### src/hdl/tlbpt_pkg.sv
// ----------------------------------------------------------------------------
// tlbpt_pkg
// Shared constants and types for the TLB page translator.
// ----------------------------------------------------------------------------
package tlbpt_pkg;

  // Address split
  localparam int unsigned ADDR_W      = 16;
  localparam int unsigned PAGE_SIZE   = 256;
  localparam int unsigned PAGE_COUNT  = 256;
  localparam int unsigned OFFSET_W    = $clog2(PAGE_SIZE);
  localparam int unsigned PAGE_W      = $clog2(PAGE_COUNT);

  // Frames: 8-bit frame number, at most 256 frames
  localparam int unsigned FRAME_W     = 8;
  localparam int unsigned FCOUNT_W    = 9;
  localparam logic [FCOUNT_W-1:0] FRAME_LIMIT   = 9'd256;
  localparam logic [FCOUNT_W-1:0] FCOUNT_RESET  = 9'd256;

  // Result word layout
  localparam int unsigned OUT_CNT_W   = 16;
  localparam int unsigned IN_TDATA_W  = 16;
  localparam int unsigned OUT_TDATA_W = 48;
  localparam int unsigned OUT_TUSER_W = 3;

  // Defaults for top-level parameters
  localparam int unsigned TLB_ENTRIES_DEF = 16;
  localparam int unsigned COUNT_BITS_DEF  = 16;

  // Controller to datapath commands
  typedef struct packed {
    logic capture;  // latch incoming word, start page-map read
    logic commit;   // resolve lookup, update state, load result
  } tlbpt_cmd_t;

endpackage

### src/hdl/tlbpt_ctrl.sv
// ----------------------------------------------------------------------------
// tlbpt_ctrl
// Two-state sequencer: accept a word, then resolve it into the result register.
// ----------------------------------------------------------------------------
module tlbpt_ctrl (
  input  logic                 clk_i,
  input  logic                 rst_ni,
  input  logic                 s_axis_tvalid,
  output logic                 s_axis_tready,
  output logic                 m_axis_tvalid,
  input  logic                 m_axis_tready,
  output tlbpt_pkg::tlbpt_cmd_t cmd_o
);
  import tlbpt_pkg::*;

  typedef enum logic {
    ST_IDLE,
    ST_LOOKUP
  } state_e;

  state_e state_q;
  logic   m_valid_q;
  logic   slot_free;

  // Result register can take a new word
  assign slot_free     = !m_valid_q || m_axis_tready;
  assign s_axis_tready = (state_q == ST_IDLE);
  assign m_axis_tvalid = m_valid_q;

  assign cmd_o.capture = (state_q == ST_IDLE) && s_axis_tvalid;
  assign cmd_o.commit  = (state_q == ST_LOOKUP) && slot_free;

  // State and output valid
  always_ff @(posedge clk_i or negedge rst_ni) begin
    if (!rst_ni) begin
      state_q   <= ST_IDLE;
      m_valid_q <= 1'b0;
    end else begin
      unique case (state_q)
        ST_IDLE: begin
          if (m_axis_tready) m_valid_q <= 1'b0;
          if (s_axis_tvalid) state_q <= ST_LOOKUP;
        end
        ST_LOOKUP: begin
          if (slot_free) begin
            m_valid_q <= 1'b1;
            state_q   <= ST_IDLE;
          end
        end
        default: state_q <= ST_IDLE;
      endcase
    end
  end

endmodule

### src/hdl/tlbpt_datapath.sv
// ----------------------------------------------------------------------------
// tlbpt_datapath
// TLB array, page map, frame allocator, counters and result register.
// ----------------------------------------------------------------------------
module tlbpt_datapath #(
  parameter int unsigned TLB_ENTRIES = tlbpt_pkg::TLB_ENTRIES_DEF,
  parameter int unsigned COUNT_BITS  = tlbpt_pkg::COUNT_BITS_DEF
) (
  input  logic                               clk_i,
  input  logic                               rst_ni,
  input  tlbpt_pkg::tlbpt_cmd_t              cmd_i,
  input  logic [tlbpt_pkg::IN_TDATA_W-1:0]   s_axis_tdata,
  input  logic                               cfg_valid_i,
  input  logic [tlbpt_pkg::FCOUNT_W-1:0]     cfg_data_i,
  output logic [tlbpt_pkg::OUT_TDATA_W-1:0]  m_axis_tdata,
  output logic [tlbpt_pkg::OUT_TUSER_W-1:0]  m_axis_tuser
);
  import tlbpt_pkg::*;

  localparam int unsigned IDX_W = (TLB_ENTRIES > 1) ? $clog2(TLB_ENTRIES) : 1;
  localparam logic [IDX_W-1:0] IDX_LAST = IDX_W'(TLB_ENTRIES - 1);

  // Captured request
  logic [PAGE_W-1:0]   page_q;
  logic [OFFSET_W-1:0] offset_q;
  logic [FRAME_W-1:0]  map_rd_q;

  // TLB
  logic [PAGE_W-1:0]      tlb_page_q  [TLB_ENTRIES];
  logic [FRAME_W-1:0]     tlb_frame_q [TLB_ENTRIES];
  logic [TLB_ENTRIES-1:0] tlb_valid_q;
  logic [IDX_W-1:0]       victim_q;

  // Page map: frame memory plus mapped flags
  logic [FRAME_W-1:0]    frame_mem [PAGE_COUNT];
  logic [PAGE_COUNT-1:0] mapped_q;

  logic [FCOUNT_W-1:0]   frames_used_q;
  logic [FCOUNT_W-1:0]   frame_count_q;
  logic [COUNT_BITS-1:0] hit_total_q;
  logic [COUNT_BITS-1:0] fault_total_q;

  // Result register
  logic [ADDR_W-1:0]    pa_q;
  logic                 hit_flag_q;
  logic                 fault_flag_q;
  logic                 exh_flag_q;
  logic [OUT_CNT_W-1:0] hits_out_q;
  logic [OUT_CNT_W-1:0] faults_out_q;

  // Lookup results
  logic                  hit;
  logic [FRAME_W-1:0]    hit_frame;
  logic                  mapped;
  logic                  fault;
  logic                  can_alloc;
  logic                  exhausted;
  logic                  fill;
  logic [FRAME_W-1:0]    frame;
  logic [FCOUNT_W-1:0]   limit;
  logic [COUNT_BITS-1:0] hit_total_d;
  logic [COUNT_BITS-1:0] fault_total_d;
  logic [PAGE_W-1:0]     in_page;

  assign in_page = s_axis_tdata[OFFSET_W +: PAGE_W];

  // First valid matching TLB entry wins
  always_comb begin
    hit       = 1'b0;
    hit_frame = '0;
    for (int i = TLB_ENTRIES - 1; i >= 0; i--) begin
      if (tlb_valid_q[i] && (tlb_page_q[i] == page_q)) begin
        hit       = 1'b1;
        hit_frame = tlb_frame_q[i];
      end
    end
  end

  // Miss handling and allocation
  always_comb begin
    limit     = (frame_count_q > FRAME_LIMIT) ? FRAME_LIMIT : frame_count_q;
    mapped    = mapped_q[page_q];
    fault     = !hit && !mapped;
    can_alloc = frames_used_q < limit;
    exhausted = fault && !can_alloc;
    fill      = !hit && (mapped || can_alloc);
    priority if (hit) frame = hit_frame;
    else if (mapped)  frame = map_rd_q;
    else              frame = frames_used_q[FRAME_W-1:0];
    hit_total_d   = hit_total_q;
    fault_total_d = fault_total_q;
    if (hit && (hit_total_q != '1))     hit_total_d   = hit_total_q + 1'b1;
    if (fault && (fault_total_q != '1)) fault_total_d = fault_total_q + 1'b1;
  end

  // Capture and page-map read
  always_ff @(posedge clk_i) begin
    if (cmd_i.capture) begin
      page_q   <= in_page;
      offset_q <= s_axis_tdata[OFFSET_W-1:0];
      map_rd_q <= frame_mem[in_page];
    end
  end

  // Page-map write on allocation
  always_ff @(posedge clk_i) begin
    if (cmd_i.commit && fault && can_alloc) begin
      frame_mem[page_q] <= frame;
    end
  end

  // TLB payload
  always_ff @(posedge clk_i) begin
    if (cmd_i.commit && fill) begin
      tlb_page_q[victim_q]  <= page_q;
      tlb_frame_q[victim_q] <= frame;
    end
  end

  // Control state: valid bits, victim, allocator, counters, config
  always_ff @(posedge clk_i or negedge rst_ni) begin
    if (!rst_ni) begin
      tlb_valid_q   <= '0;
      victim_q      <= '0;
      mapped_q      <= '0;
      frames_used_q <= '0;
      hit_total_q   <= '0;
      fault_total_q <= '0;
      frame_count_q <= FCOUNT_RESET;
    end else begin
      if (cfg_valid_i) frame_count_q <= cfg_data_i;
      if (cmd_i.commit) begin
        hit_total_q   <= hit_total_d;
        fault_total_q <= fault_total_d;
        if (fill) begin
          tlb_valid_q[victim_q] <= 1'b1;
          victim_q <= (victim_q == IDX_LAST) ? '0 : victim_q + 1'b1;
        end
        if (fault && can_alloc) begin
          mapped_q[page_q] <= 1'b1;
          frames_used_q    <= frames_used_q + 1'b1;
        end
      end
    end
  end

  // Result register
  always_ff @(posedge clk_i) begin
    if (cmd_i.commit) begin
      pa_q         <= exhausted ? '0 : ADDR_W'({frame, offset_q});
      hit_flag_q   <= hit;
      fault_flag_q <= fault;
      exh_flag_q   <= exhausted;
      hits_out_q   <= OUT_CNT_W'(hit_total_d);
      faults_out_q <= OUT_CNT_W'(fault_total_d);
    end
  end

  assign m_axis_tdata = {faults_out_q, hits_out_q, pa_q};
  assign m_axis_tuser = {exh_flag_q, fault_flag_q, hit_flag_q};

endmodule

### src/hdl/tlb_page_table_translator_core.sv
// ----------------------------------------------------------------------------
// tlb_page_table_translator_core
// TLB with FIFO replacement backed by a demand-paged page map.
// ----------------------------------------------------------------------------
// Sequence: ST_IDLE accepts a word (capture + page-map read); ST_LOOKUP then
//   does the TLB compare and state writeback into the result register, waiting
//   while the result register is stalled. No new word is taken until ST_IDLE.
// Reset: async active low; TLB and page map empty, counters zero,
//   frame_count 256. No clearing pass.
module tlb_page_table_translator_core #(
  parameter int unsigned TLB_ENTRIES = tlbpt_pkg::TLB_ENTRIES_DEF,
  parameter int unsigned COUNT_BITS  = tlbpt_pkg::COUNT_BITS_DEF
) (
  input  logic                               clk_i,
  input  logic                               rst_ni,
  // tdata: logical_address[15:0]
  input  logic                               s_axis_tvalid,
  output logic                               s_axis_tready,
  input  logic [tlbpt_pkg::IN_TDATA_W-1:0]   s_axis_tdata,
  // tdata: physical_address[15:0], hits_so_far[31:16], faults_so_far[47:32]
  output logic                               m_axis_tvalid,
  input  logic                               m_axis_tready,
  output logic [tlbpt_pkg::OUT_TDATA_W-1:0]  m_axis_tdata,
  // tuser: tlb_hit[0], page_fault[1], frames_exhausted[2]
  output logic [tlbpt_pkg::OUT_TUSER_W-1:0]  m_axis_tuser,
  // frame_count register
  input  logic                               cfg_valid_i,
  output logic                               cfg_ready_o,
  input  logic [tlbpt_pkg::FCOUNT_W-1:0]     cfg_data_i
);
  import tlbpt_pkg::*;

  tlbpt_cmd_t cmd;

  assign cfg_ready_o = 1'b1;

  tlbpt_ctrl u_ctrl (
    .clk_i         (clk_i),
    .rst_ni        (rst_ni),
    .s_axis_tvalid (s_axis_tvalid),
    .s_axis_tready (s_axis_tready),
    .m_axis_tvalid (m_axis_tvalid),
    .m_axis_tready (m_axis_tready),
    .cmd_o         (cmd)
  );

  tlbpt_datapath #(
    .TLB_ENTRIES (TLB_ENTRIES),
    .COUNT_BITS  (COUNT_BITS)
  ) u_datapath (
    .clk_i        (clk_i),
    .rst_ni       (rst_ni),
    .cmd_i        (cmd),
    .s_axis_tdata (s_axis_tdata),
    .cfg_valid_i  (cfg_valid_i),
    .cfg_data_i   (cfg_data_i),
    .m_axis_tdata (m_axis_tdata),
    .m_axis_tuser (m_axis_tuser)
  );

endmodule

### config.mk
export PLATFORM = sky130hd
export DESIGN_NAME = tlb_page_table_translator_core
export DESIGN_NICKNAME = d
export VERILOG_FILES = /design/src/hdl/tlbpt_pkg.sv /design/src/hdl/tlbpt_ctrl.sv /design/src/hdl/tlbpt_datapath.sv /design/src/hdl/tlb_page_table_translator_core.sv
export SDC_FILE = /design/constraint.sdc
export NUM_CORES = 2
export LEC_CHECK = 0
export ABC_AREA = 1
export ABC_CLOCK_PERIOD_IN_PS = 17400
export BUFFER_PORTS_ARGS = -buffer_cell sky130_fd_sc_hd__clkbuf_2
export CAP_MARGIN = 20
export CORE_MARGIN = 10
export CORE_UTILIZATION = 40
export CTS_CLUSTER_DIAMETER = 30
export DETAILED_ROUTE_END_ITERATION = 10
export PLACE_DENSITY = 0.61
export SYNTH_ARGS = -nofsm -noshare
export SYNTH_HDL_FRONTEND = slang
export SYNTH_HIERARCHICAL = 1
export SYNTH_SLANG_ARGS = --single-unit
### constraint.sdc
create_clock -name clk_i -period 17.4 [get_ports clk_i]
set_input_delay 2.61 -clock clk_i [delete_from_list [all_inputs] [get_ports clk_i]]
set_output_delay 2.61 -clock clk_i [all_outputs]
set_load 0.1 [all_outputs]
==> run summary <==
The run finished with clean final reports. The top achievable clock speed came out at between 100 and 150 MHz. The xor-xnor portion of the synthesized cell area came out at 0.5433%.

The number of antenna violations at the first check in global routing is 8. The number of top-level design ports came out at 84. The hold buffer count at CTS is 0. The clock-pin slew of the registers on the worst-case setup and hold paths is roughly 0.05 ns. The synthesized netlist net count is a little over 9,000. STA classifies the critical path endpoint as a flip-flop.

The detailed-route DRC error count came out at 0. The maximum fanout encountered on the critical timing path came out at between 60 and 70. The post-synthesis share of cell area spent on and, or, nand and nor gates came out at 9.493%. The number of setup buffers added after CTS is 0.

Once the floorplan was initialized, standard cells occupied 40.13% of the core. The top cell type by area accounts for 65.17% of the synthesized area. At the pin with the least slew margin, the transition time is approximately 1.2 ns.

The largest total area in the synthesized netlist belongs to edfxtp_1. Counting flops with a built-in enable in the synthesized netlist gives between 2,000 and 2,500. The first-pass iteration count of the detailed router is 8. edfxtp_1 is the most common cell in the netlist. The clock insertion delay at the later pin of the skew report came out at 1.00 ns. Excluding fillers, the count of instances in the completed layout stands at 13,350. The number of buffers added by the clock tree synthesis step came out at between 500 and 600. The clock tree from TritonCTS is built.

Multiplexer cells account for 0% of the synthesized area. The number of nets in the finished design came out at 9,390. The number of synthesis warnings came out at 6. The worst setup path is launched from a flip-flop. The signed area change from the synthesized netlist to the final layout came out at 20.06%. The per-cell routed wire length came out at approximately 24 µm. After synthesis, the largest family of logic cells by area is compound AO/OA/AOI/OAI gates. The detailed router finished its first iteration with approximately 8,500 violations. The wire length of the first global-routing pass came out at approximately 480 mm. The number of placed instances, taps included, is approximately 12,000.

The arrival time reported for the critical path endpoint came out at 8.62 ns. In this run the clock root is driven by a clkbuf_16. The routed via count came out at 76,130. In the synthesized netlist the async set-or-reset flop fraction comes to 12.12%. The global-route congestion overflow total came out at 0. The via count normalized by instance count is roughly 5.7.

The number of standard-cell rows in the floorplan came out at roughly 190. The minimum clock period came out at 8.006 ns. The clock sink total came out at 2,707.

The cell area that synthesis handed to floorplanning was 109,600 µm². The analysis attributes to cell leakage a power of roughly 0.046 µW. Dividing the final minimum period by the clock period gives ~46%. The leading register cell type out of synthesis is edfxtp_1. The hold violation count in the final report is 0. The fraction of the yosys area taken by sequential cells is approximately 73%. The overall track demand over capacity in global routing is between 20% and 30%. The floorplan die height is about 540 µm. The number of failing setup endpoints in the final timing report is 0. The post-cts repair resize count is 0. In this run the mean area of a mapped cell was roughly 12 µm². The number of synthesized register bits is between 2,000 and 3,000. The H-tree generated during clock tree synthesis spans 6 levels.

The min-delay analysis places its worst path in the category reg -> reg. The number of max-cap violations is 0. The setup path with the least slack is of type reg -> reg. The share of the synthesized area in compound gates (AO/OA/AOI/OAI) is between 10% and 20%. Data on the critical path is required at its endpoint by ~18 ns. The worst slew margin relative to its limit is 21.91%. The via count of the first global-routing pass came out at ~74,000. The maximum resistive drop on vdd is 0.1104 mV. The deepest clock path buffer count is 4.

Summed over all failing endpoints, the final setup total negative slack is 0 ns. The commonest cells after synthesis are edfxtp_1, nor2_1, o21ai_0. The count of input and output buffers came out at between 80 and 90.

In this run the remaining antenna-violating nets after routing total 0. The detailed placer's ending HPWL came out at approximately 180 mm. The total power came out at just over 20,000 µW.

Sorting the synthesized cells by area gives the leading types as edfxtp_1, dfrtp_1, o21ai_0. The global placement routability congestion came out at ~0.9. Dividing total power by cell area gives a power density of 152.7 nW/µm².

The count of different cell masters after synthesis came out at 58. The die area is just under 300,000 µm². The largest clock skew in the final design came out at around 0.076 ns. The number of instances in the synthesized netlist is 9,190. The slack of the worst reg-to-reg path is between 9 and 10 ns.

The final count of pins violating max slew came out at 0. Cells with a size suffix above 1 make up a little under an eighth of the layout. The die is between 500 and 600 µm wide. Setup repair after global routing left no endpoint under its margin.

For this block, the routed nets add up to around 320 mm of wire. Entering global routing, the biggest net connects 200 pins. The adder-cell share of the synthesized area came out at less than 1%. The area of the core region came out at 273,100 µm².
-- power by group --
group	switching [µW]	internal (µW)	leakage, µW	total [µW]
Combinational	1680	297	0.0128	1980
Clock	3330	6870	0.00875	10200
Sequential	58.5	7860	0.0249	7920
Total	5070	15000	0.0465	20100
-- cells by family (layout without fill, tap and decap cells) --
family	Yosys count	count (layout)
compound gates	2648	2648
xor+xnor	68	68
other cells	1	3
flops	2707	2707
fa+ha+maj	15	15
buf+inv	1088	1659
simple gates	2663	2663
-- path summary, 6_finish.rpt --
path,from,to,cells past startpoint
worst max-delay path,u_datapath/page_q[0],u_datapath/frame_mem[111][1],20
worst min-delay path,u_datapath/mapped_q[64],u_datapath/mapped_q[64],2
worst max register to register,u_datapath/page_q[0],u_datapath/frame_mem[111][1],20
worst min register to register,u_datapath/mapped_q[64],u_datapath/mapped_q[64],2
max in group asynchronous,rst_ni,u_datapath/mapped_q[151],4
min in group asynchronous,rst_ni,u_datapath/frame_count_q[2],1
-- placed cells by master (no fill, tap or decap), types with 54 or more instances in the layout --
cell and instances:
a21oi_1 95, buf_4 129, bufinv_16 68, clkbuf_1 54, clkbuf_16 552, clkbuf_2 76
clkinv_1 60, clkinv_2 96, dfrtp_1 327, edfxtp_1 2379, inv_1 451, nand2_1 590
nand3_1 93, nor2_1 1855, o21ai_0 1610, o21ai_1 75, o22ai_1 764
-- layer usage --
metal / wire length [µm] / up-vias / share of wire, % / global-route usage, %
met5: 76 / - / 0.024 / 0
met4: 14570 / 8 / 4.5 / 9.131
met3: 29860 / 754 / 9.3 / 4.613
met2: 147100 / 3905 / 46 / 32.66
met1: 130100 / 37850 / 40 / 28.36
li1: - / 33610 / - / -
-- worst max-delay path, cell delays in order, from the launching register on --
cell and delay (ns):
edfxtp_1 0.39, inv_2 0.53, nor2_1 0.11, buf_4 0.25
inv_2 0.56, buf_4 0.48, o22ai_1 0.11, o21ai_0 0.23
a41oi_1 0.21, nor2_1 0.21, nand2_1 0.07, nand2_1 0.06
nand2_1 0.12, inv_1 0.08, nand2_1 0.44, o21ai_0 0.83
nand2_1 0.23, nand2_4 0.27, buf_4 0.75, buf_4 0.79
buf_4 0.70
-- cell type report --
class | instances | area (µm²)
clock buffer | 625 | 14280
fill | 23460 | 141500
multi-input combinational | 5395 | 25860
tap | 3589 | 4491
antenna | 2 | 5.005
timing repair buffer | 231 | 1778
sequential | 2707 | 79650
clock inverter | 331 | 3761
inverter | 472 | 1797
-- state kept, by name, indices dropped and copies added (netlist names) --
signal,count
u_datapath/offset_q,8
u_datapath/page_q,8
u_datapath/mapped_q,256
u_datapath/fault_total_q,16
u_datapath/frame_count_q,9
u_datapath/tlb_valid_q,16
u_datapath/fault_flag_q,1
u_datapath/map_rd_q,8
u_ctrl/state_q,1
u_datapath/hit_total_q,16
u_datapath/tlb_page_q,128
u_datapath/victim_q,4
u_datapath/frames_used_q,9
u_datapath/hits_out_q,16
u_datapath/hit_flag_q,1
u_datapath/faults_out_q,16
u_datapath/exh_flag_q,1
u_datapath/frame_mem,2048
u_datapath/pa_q,16
u_ctrl/m_axis_tvalid,1
u_datapath/tlb_frame_q,128
-- metrics by stage --
step | util, % | instance area, µm² | hold WS [ns] | setup WS, ns
after floorplan | - | 109600 | 0.4217 | 10.07
after global placement | 41.51 | 113400 | 0.4337 | 8.672
after detailed placement | 41.55 | 113500 | 0.4366 | 8.583
after CTS | 48.15 | 131500 | 0.4474 | 9.578
after global routing | 48.19 | 131600 | 0.4683 | 8.910
final | 48.19 | 131600 | 0.4451 | 9.394
No activity file was read; power rests on OpenSTA's default activity.
